File: src/hdl/tpt_pkg.sv
// Shared types and constants for the touchpad motion and tap tracker.
`default_nettype none
package tpt_pkg;

    localparam int KIND_W    = 2;
    localparam int BUTTON_W  = 3;
    localparam int STEP_BITS = 18;
    localparam int OUT_W     = 24;
    localparam int CFG_IDX_W = 3;
    localparam int LIMIT_W   = 16;

    localparam logic [KIND_W-1:0] KIND_AXIS   = 2'd0;
    localparam logic [KIND_W-1:0] KIND_SYNC   = 2'd1;
    localparam logic [KIND_W-1:0] KIND_BUTTON = 2'd2;

    localparam logic [BUTTON_W-1:0] BTN_LAST_FINGER = 3'd3;
    localparam logic [BUTTON_W-1:0] BTN_CONTACT     = 3'd4;

    localparam logic [CFG_IDX_W-1:0] REG_X_LOW    = 3'd0;
    localparam logic [CFG_IDX_W-1:0] REG_X_HIGH   = 3'd1;
    localparam logic [CFG_IDX_W-1:0] REG_Y_LOW    = 3'd2;
    localparam logic [CFG_IDX_W-1:0] REG_Y_HIGH   = 3'd3;
    localparam logic [CFG_IDX_W-1:0] REG_TAP_TIME = 3'd4;
    localparam logic [CFG_IDX_W-1:0] REG_TAP_SLOP = 3'd5;

    localparam logic [LIMIT_W-1:0] TAP_LIMIT_RESET = 16'd180;
    localparam logic [LIMIT_W-1:0] TAP_SLOP_RESET  = 16'd14;

    typedef struct packed {
        logic have_report;
        logic multi_finger;
        logic touch_down;
    } touch_stat_t;

    typedef struct packed {
        logic x_still;
        logic y_still;
    } motion_stat_t;

endpackage
`default_nettype wire

File: src/hdl/touchpad_motion_and_tap_tracker.sv
// Top level of the touchpad motion and tap tracker.
// Takes one word per cycle. A word is captured in the input register and is
// evaluated in a single pass from that register into the result register,
// together with the tracker state update, and a new word can follow every cycle.
// Throughput drops only when m_tready holds the result register; the input
// register then fills and s_tready falls. Every input word yields exactly one
// result word.
`default_nettype none
module touchpad_motion_and_tap_tracker #(
    parameter int COORD_BITS = 16,
    parameter int TIME_BITS  = 32
) (
    input  wire logic                                          aclk,
    input  wire logic                                          aresetn,
    input  wire logic                                          s_tvalid,
    output logic                                               s_tready,
    // axis, position, button, pressed, time_ms
    input  wire logic [((COORD_BITS+TIME_BITS+5+7)/8)*8-1:0]   s_tdata,
    // kind
    input  wire logic [tpt_pkg::KIND_W-1:0]                    s_tuser,
    output logic                                               m_tvalid,
    input  wire logic                                          m_tready,
    // step, tap
    output logic [tpt_pkg::OUT_W-1:0]                          m_tdata,
    input  wire logic                                          cfg_wr_en,
    input  wire logic [tpt_pkg::CFG_IDX_W-1:0]                 cfg_index,
    input  wire logic [(COORD_BITS > 16 ? COORD_BITS : 16)-1:0] cfg_data
);
    import tpt_pkg::*;

    logic signed [COORD_BITS-1:0] x_low_reg, x_high_reg, y_low_reg, y_high_reg;
    logic [LIMIT_W-1:0]           tap_limit_reg, tap_slop_reg;

    logic                         in_valid_reg, in_valid_next;
    logic [KIND_W-1:0]            kind_reg;
    logic                         axis_reg;
    logic signed [COORD_BITS-1:0] position_reg;
    logic [BUTTON_W-1:0]          button_reg;
    logic                         pressed_reg;
    logic [TIME_BITS-1:0]         time_reg;

    logic                         out_valid_reg, out_valid_next;
    logic signed [STEP_BITS-1:0]  step_reg, step_next;
    logic                         tap_reg, tap_next;

    logic                         advance, in_take;
    touch_stat_t                  touch;
    motion_stat_t                 mstat;

    assign advance  = in_valid_reg && (!out_valid_reg || m_tready);
    assign s_tready = !in_valid_reg || advance;
    assign in_take  = s_tvalid && s_tready;
    assign m_tvalid = out_valid_reg;
    assign m_tdata  = {{(OUT_W-STEP_BITS-1){1'b0}}, tap_reg, step_reg};

    always_comb begin
        in_valid_next = in_take ? 1'b1 : (advance ? 1'b0 : in_valid_reg);
        if (advance) begin
            out_valid_next = 1'b1;
        end else if (m_tready) begin
            out_valid_next = 1'b0;
        end else begin
            out_valid_next = out_valid_reg;
        end
    end

    always_ff @(posedge aclk) begin
        if (!aresetn) begin
            x_low_reg     <= '0;
            x_high_reg    <= '0;
            y_low_reg     <= '0;
            y_high_reg    <= '0;
            tap_limit_reg <= TAP_LIMIT_RESET;
            tap_slop_reg  <= TAP_SLOP_RESET;
        end else if (cfg_wr_en) begin
            case (cfg_index)
                REG_X_LOW:    x_low_reg     <= cfg_data[COORD_BITS-1:0];
                REG_X_HIGH:   x_high_reg    <= cfg_data[COORD_BITS-1:0];
                REG_Y_LOW:    y_low_reg     <= cfg_data[COORD_BITS-1:0];
                REG_Y_HIGH:   y_high_reg    <= cfg_data[COORD_BITS-1:0];
                REG_TAP_TIME: tap_limit_reg <= cfg_data[LIMIT_W-1:0];
                REG_TAP_SLOP: tap_slop_reg  <= cfg_data[LIMIT_W-1:0];
                default: begin
                end
            endcase
        end
    end

    always_ff @(posedge aclk) begin
        if (!aresetn) begin
            in_valid_reg  <= 1'b0;
            out_valid_reg <= 1'b0;
        end else begin
            in_valid_reg  <= in_valid_next;
            out_valid_reg <= out_valid_next;
        end
    end

    always_ff @(posedge aclk) begin
        if (in_take) begin
            kind_reg     <= s_tuser;
            axis_reg     <= s_tdata[0];
            position_reg <= s_tdata[COORD_BITS:1];
            button_reg   <= s_tdata[COORD_BITS+3:COORD_BITS+1];
            pressed_reg  <= s_tdata[COORD_BITS+4];
            time_reg     <= s_tdata[COORD_BITS+TIME_BITS+4:COORD_BITS+5];
        end
        if (advance) begin
            step_reg <= step_next;
            tap_reg  <= tap_next;
        end
    end

    tpt_motion #(
        .COORD_BITS (COORD_BITS)
    ) u_motion (
        .aclk     (aclk),
        .aresetn  (aresetn),
        .advance  (advance),
        .kind     (kind_reg),
        .axis     (axis_reg),
        .position (position_reg),
        .x_low    (x_low_reg),
        .x_high   (x_high_reg),
        .y_low    (y_low_reg),
        .y_high   (y_high_reg),
        .tap_slop (tap_slop_reg),
        .touch    (touch),
        .mstat    (mstat),
        .step     (step_next)
    );

    tpt_tap #(
        .TIME_BITS (TIME_BITS)
    ) u_tap (
        .aclk           (aclk),
        .aresetn        (aresetn),
        .advance        (advance),
        .kind           (kind_reg),
        .button         (button_reg),
        .pressed        (pressed_reg),
        .time_ms        (time_reg),
        .tap_time_limit (tap_limit_reg),
        .mstat          (mstat),
        .touch          (touch),
        .tap            (tap_next)
    );

`ifndef SYNTH
    a_tap_no_step: assert property (@(posedge aclk) disable iff (!aresetn)
        (out_valid_reg && tap_reg) |-> (step_reg == '0))
        else $error("tap word carries a step");

    a_word_kept: assert property (@(posedge aclk) disable iff (!aresetn)
        (in_valid_reg && out_valid_reg && !m_tready) |=> in_valid_reg)
        else $error("pending word dropped while result stalled");

    a_ready_when_empty: assert property (@(posedge aclk) disable iff (!aresetn)
        !s_tready |-> (in_valid_reg && out_valid_reg))
        else $error("input stalled with free buffer space");
`endif

endmodule
`default_nettype wire

File: src/hdl/tpt_motion.sv
// Axis sample handling: position tracking, jump rejection, travel and scaled step.
`default_nettype none
module tpt_motion #(
    parameter int COORD_BITS = 16
) (
    input  wire logic                               aclk,
    input  wire logic                               aresetn,
    input  wire logic                               advance,
    input  wire logic [tpt_pkg::KIND_W-1:0]         kind,
    input  wire logic                               axis,
    input  wire logic signed [COORD_BITS-1:0]       position,
    input  wire logic signed [COORD_BITS-1:0]       x_low,
    input  wire logic signed [COORD_BITS-1:0]       x_high,
    input  wire logic signed [COORD_BITS-1:0]       y_low,
    input  wire logic signed [COORD_BITS-1:0]       y_high,
    input  wire logic [tpt_pkg::LIMIT_W-1:0]        tap_slop,
    input  wire tpt_pkg::touch_stat_t               touch,
    output tpt_pkg::motion_stat_t                   mstat,
    output logic signed [tpt_pkg::STEP_BITS-1:0]    step
);
    import tpt_pkg::*;

    localparam int SW  = (COORD_BITS + 3 > STEP_BITS) ? COORD_BITS + 3 : STEP_BITS;
    localparam int SLW = (COORD_BITS > LIMIT_W) ? COORD_BITS : LIMIT_W;

    localparam logic signed [SW-1:0] STEP_ONE   = SW'(1);
    localparam logic signed [SW-1:0] STEP_MINUS = '1;

    logic signed [COORD_BITS-1:0] last_x_reg, last_x_next, last_y_reg, last_y_next;
    logic [COORD_BITS-1:0]        travel_x_reg, travel_x_next, travel_y_reg, travel_y_next;

    logic signed [COORD_BITS-1:0] prev, lo, hi;
    logic signed [COORD_BITS:0]   d, span;
    logic [COORD_BITS:0]          mag, quarter;
    logic [COORD_BITS-1:0]        travel_cur, travel_upd;
    logic [COORD_BITS+1:0]        travel_sum;
    logic signed [SW-1:0]         d_wide, triple, half_sum, half, step_full;
    logic                         is_axis, take, move, jump, range_ok;

    always_comb begin
        prev     = axis ? last_y_reg : last_x_reg;
        lo       = axis ? y_low : x_low;
        hi       = axis ? y_high : x_high;
        d        = (COORD_BITS+1)'(position) - (COORD_BITS+1)'(prev);
        span     = (COORD_BITS+1)'(hi) - (COORD_BITS+1)'(lo);
        range_ok = hi > lo;
        quarter  = unsigned'(span >>> 2);
        mag      = d[COORD_BITS] ? unsigned'(-d) : unsigned'(d);
        jump     = range_ok && (mag > quarter);

        is_axis  = kind == KIND_AXIS;
        take     = is_axis && !touch.multi_finger;
        move     = take && touch.have_report && !jump;

        travel_cur = axis ? travel_y_reg : travel_x_reg;
        travel_sum = (COORD_BITS+2)'(travel_cur) + (COORD_BITS+2)'(mag);
        travel_upd = (travel_sum >= (COORD_BITS+2)'({COORD_BITS{1'b1}}))
                     ? {COORD_BITS{1'b1}} : travel_sum[COORD_BITS-1:0];

        // d * 3 / 2, rounded toward zero
        d_wide   = SW'(d);
        triple   = d_wide + (d_wide <<< 1);
        half_sum = triple + signed'(SW'(triple[SW-1]));
        half     = half_sum >>> 1;
        if (half == '0 && d != '0) begin
            step_full = d[COORD_BITS] ? STEP_MINUS : STEP_ONE;
        end else begin
            step_full = half;
        end
        step = move ? step_full[STEP_BITS-1:0] : '0;

        last_x_next   = last_x_reg;
        last_y_next   = last_y_reg;
        travel_x_next = travel_x_reg;
        travel_y_next = travel_y_reg;
        if (take) begin
            if (axis) begin
                last_y_next = position;
            end else begin
                last_x_next = position;
            end
        end
        if (move) begin
            if (axis) begin
                travel_y_next = travel_upd;
            end else begin
                travel_x_next = travel_upd;
            end
        end
        if (touch.touch_down) begin
            travel_x_next = '0;
            travel_y_next = '0;
        end

        mstat.x_still = SLW'(travel_x_reg) < SLW'(tap_slop);
        mstat.y_still = SLW'(travel_y_reg) < SLW'(tap_slop);
    end

    always_ff @(posedge aclk) begin
        if (!aresetn) begin
            last_x_reg   <= '0;
            last_y_reg   <= '0;
            travel_x_reg <= '0;
            travel_y_reg <= '0;
        end else if (advance) begin
            last_x_reg   <= last_x_next;
            last_y_reg   <= last_y_next;
            travel_x_reg <= travel_x_next;
            travel_y_reg <= travel_y_next;
        end
    end

endmodule
`default_nettype wire

File: src/hdl/tpt_tap.sv
// Finger count, touch timing, report tracking and tap recognition.
`default_nettype none
module tpt_tap #(
    parameter int TIME_BITS = 32
) (
    input  wire logic                          aclk,
    input  wire logic                          aresetn,
    input  wire logic                          advance,
    input  wire logic [tpt_pkg::KIND_W-1:0]    kind,
    input  wire logic [tpt_pkg::BUTTON_W-1:0]  button,
    input  wire logic                          pressed,
    input  wire logic [TIME_BITS-1:0]          time_ms,
    input  wire logic [tpt_pkg::LIMIT_W-1:0]   tap_time_limit,
    input  wire tpt_pkg::motion_stat_t         mstat,
    output tpt_pkg::touch_stat_t               touch,
    output logic                               tap
);
    import tpt_pkg::*;

    logic                 have_report_reg, have_report_next;
    logic [BUTTON_W-1:0]  finger_count_reg, finger_count_next;
    logic [TIME_BITS-1:0] touch_time_reg, touch_time_next;

    logic [TIME_BITS-1:0] elapsed;
    logic                 is_btn, touch_ev, quick, one;

    always_comb begin
        is_btn   = kind == KIND_BUTTON;
        touch_ev = is_btn && button == BTN_CONTACT;
        elapsed  = time_ms - touch_time_reg;
        quick    = elapsed < TIME_BITS'(tap_time_limit);
        one      = finger_count_reg <= 3'd1;
        tap      = touch_ev && !pressed && quick && mstat.x_still && mstat.y_still && one;

        touch.have_report  = have_report_reg;
        touch.multi_finger = !one;
        touch.touch_down   = advance && touch_ev && pressed;

        have_report_next  = have_report_reg;
        finger_count_next = finger_count_reg;
        touch_time_next   = touch_time_reg;
        if (kind == KIND_SYNC) begin
            have_report_next = 1'b1;
        end
        if (is_btn && button <= BTN_LAST_FINGER && pressed) begin
            finger_count_next = button + 3'd1;
        end
        if (touch_ev) begin
            have_report_next = 1'b0;
            if (pressed) begin
                touch_time_next = time_ms;
            end else begin
                finger_count_next = '0;
            end
        end
    end

    always_ff @(posedge aclk) begin
        if (!aresetn) begin
            have_report_reg  <= 1'b0;
            finger_count_reg <= '0;
            touch_time_reg   <= '0;
        end else if (advance) begin
            have_report_reg  <= have_report_next;
            finger_count_reg <= finger_count_next;
            touch_time_reg   <= touch_time_next;
        end
    end

`ifndef SYNTH
    a_finger_range: assert property (@(posedge aclk) disable iff (!aresetn)
        finger_count_reg <= 3'd4)
        else $error("finger count out of range");
`endif

endmodule
`default_nettype wire
File: config.mk
export PLATFORM = sky130hd
export DESIGN_NAME = touchpad_motion_and_tap_tracker
export DESIGN_NICKNAME = d
export VERILOG_FILES = /design/src/hdl/tpt_pkg.sv /design/src/hdl/touchpad_motion_and_tap_tracker.sv /design/src/hdl/tpt_motion.sv /design/src/hdl/tpt_tap.sv
export SDC_FILE = /design/constraint.sdc
export NUM_CORES = 1
export LEC_CHECK = 0
export BUFFER_PORTS_ARGS = -buffer_cell sky130_fd_sc_hd__buf_4
export CAP_MARGIN = 25
export CORE_UTILIZATION = 58
export CTS_CLUSTER_DIAMETER = 50
export DETAILED_ROUTE_END_ITERATION = 16
export PLACE_DENSITY_LB_ADDON = 0.25
export SETUP_SLACK_MARGIN = 0.02
export SYNTH_ARGS = -nofsm -noshare
export SYNTH_HDL_FRONTEND = slang
export SYNTH_SLANG_ARGS = --single-unit
export TNS_END_PERCENT = 5
File: constraint.sdc
create_clock -name aclk -period 12.95 [get_ports aclk]
set_input_delay 0.6475 -clock aclk [delete_from_list [all_inputs] [get_ports aclk]]
set_output_delay 0.6475 -clock aclk [all_outputs]
set_load 0.005 [all_outputs]
==> results.toml <==
[outcome]
outcome = "completed"

[clock_tree]
clk_path_buf_depth = 3
clockRootBuffer = "clkbuf_16"
clk_latency_ns = 0.53
cts_tree = "yes"
post_cts_resize_count = 0
postCtsSetupRepairBufs = 0
htree_levels = 2
numCtsBuffers = 34
cts_sinks = 271
cts.clk_slew.worst_paths_ns = 0.06
cts_hold_buf = 0

[routing]
drt_iter0_drc = 1072
viasPerCell = 5.89
drc = 0
drtAntennaViolNets = 0
drt_pass1_iterations = 5
vias = 14800
route.final.wire_length_mm = 43.7
wl_per_cell_um = 17.3

[synthesis]
synth-edff-count = 74
synth_top_area_share_pct = 22.4
yosysUniqueCellTypes = 81
synth_flop_cell = "dfxtp_1"
synth-seq-cells = 271
syn_inst = 2034
async_flop_share_pct = 0
yosysWarningCount = 0
seq_area_frac_synth_pct = 35.0
synth_top_cell_by_area = "dfxtp_1"
synth_area_um2 = 17600
synth.area.top_cells = "dfxtp_1 22%, edfxtp_1 13%, ha_1 12%, nand2_1 8.2%, a21boi_0 6.0%"
synth.avg_cell_area_um2 = 8.67

[min_path]
min-delay-path-class = "in -> reg"

[die]
core_area_um2 = 29800
die_y_um = 176
num_rows = 63
die_x_um = 176
start_util_pct = 59.2
die_area_um2 = 31100
top_level_ports = 108

[timing]
worst_pin_slew_ns = 0.936
final.setup_skew_ns = 0.0253
rsz0062_at_grt = "false"
finalMaxSlewViolations = 0
finalCriticalPeriod_ns = 8.01
fin_crit_sh_pct = 61.8
max_freq_mhz = 125
max_slew_margin_pct = 37.6
setup_viol = 0
finalSetupTns_ns = 0
hold_viol = 0

[finish]
utilization_pct = 66.6
area_delta_synth_final_pct = 12.5
final_cells = 2522
antenna_cells = 0
nets = 2367
layout-drive-gt1-share_pct = 10.9

[global_routing]
grt_pass1_wl_mm = 70.6
grt_pass1_vias = 14100
grt_usage_pct = 28.2
antenna_found_initial = 0
grt_max_degree = 135
overflow = 0

[pwr]
ir_drop_mv = 0.103
p_leak_nw = 7.95
power_density_nw_per_um2 = 127

[critical_path]
crit_required_ns = 13.32
cp_common_cell = "ha_1"
crit_fanout = 55
crit_family = "compound AO/OA/AOI/OAI gates"
crit_path_end_kind = "register"
slowest_delay_ns = 0.80
critical_path_class = "reg -> reg"
cp.arrival_ns = 8.37
critPathLaunchType = "register"
cp_slowest_cell = "buf_4"
crit_buf_inv = 4

[placement]
placed_cells = 2457
port_buffers = 99
hpwl_mm = 32.1
gp_congestion = 0.893

[job]
maxCapViolCount = 0
synthesized netlist by cell type, types with 3 or more instances:
library cell,n
nand2_1,387
dfxtp_1,197
ha_1,175
a21boi_0,141
inv_1,119
a21oi_1,97
o21ai_0,90
edfxtp_1,74
nor2_1,70
clkbuf_1,63
xnor2_1,60
mux2i_1,51
a31oi_1,45
xor2_1,40
a21o_1,39
nor2b_1,36
mux2_2,33
nand3_1,28
nor3_1,28
nand4_1,24
o211ai_1,23
nand2b_1,19
and3_1,16
o21a_1,16
o21bai_1,15
or2_2,9
buf_1,8
a211oi_1,7
nor3b_1,7
o31ai_1,7
a2111oi_0,6
a211o_1,6
and2_1,6
buf_4,6
or3_1,6
nor4_1,5
o221ai_1,5
a311oi_1,4
buf_6,4
fa_1,4
nand4b_1,4
o31a_1,4
nand3b_1,3
cell type report:
class                      count  area (um^2)
fill                        2478         9960
clock inverter                16          185
inverter                     120          450
sequential                   271         6170
multi-input combinational   1565        10700
tap                          390          488
timing repair buffer         114          897
clock buffer                  46          970
routing by layer:
metal / vias to the layer above / global-route usage (%) / share of wire, %
met3: 69 / 4.22 / 6.1
met1: 7003 / 38.4 / 46
met5: - / 0 / 0
met2: 431 / 46.7 / 46
li1: 7341 / - / -
met4: 0 / 7.04 / 1.8
path summary, 6_finish.rpt:
check | from | to | slack (ns) | depth (start not counted)
setup reg to reg | axis_reg | step_reg[2] | 4.94 | 28
hold reg to reg | u_tap.touch_time_reg[14] | u_tap.touch_time_reg[14] | 0.46 | 2
setup / recovery | axis_reg | step_reg[2] | 4.94 | 28
hold / removal | s_tdata[0] | axis_reg | 0.30 | 1
placed cells by master (no fill, tap or decap), types with 16 or more instances in the layout:
cell,count
nand3_1,28
and3_1,16
clkbuf_16,38
ha_1,175
nor2_1,68
xor2_1,40
nand2_1,387
o211ai_1,23
mux2_2,33
buf_4,111
inv_1,119
o21ai_0,90
mux2i_1,51
xnor2_1,60
o21a_1,16
a21boi_0,141
nand2b_1,19
a21o_1,39
a31oi_1,45
edfxtp_1,74
nor3_1,27
nand4_1,24
nor2b_1,36
a21oi_1,96
dfxtp_1,197
where the power goes:
group          total [mW]  internal (mW)  switching (mW)
registers           0.909          0.895          0.0145
logic               0.648          0.260           0.388
clock network       0.967          0.593           0.374
through the flow:
stage | total power, mW | area [um^2] | worst slack, ns | hold slack, ns
floorplan | 1.40 | 17600 | 6.71 | 0.440
global placement | 1.54 | 18600 | 5.27 | 0.450
detailed placement | 1.56 | 18600 | 5.13 | 0.457
CTS | 2.53 | 19800 | 5.06 | 0.283
global route | 2.64 | 19800 | 4.45 | 0.277
finish | 2.52 | 19800 | 4.94 | 0.295
kinds of logic after synthesis:
logic type               after synthesis  share of synthesized area (%)
AND/OR/NAND/NOR                      662                           17.1
AO/OA/AOI/OAI                        534                           20.3
flip-flops                           271                           35.0
buffers and inverters                202                           4.64
adder cells (fa/ha/maj)              179                           12.9
XOR/XNOR                             101                           5.06
multiplexers                          84                           5.00
other                                  1                         0.0213
Power figures use the tool's default switching activity.
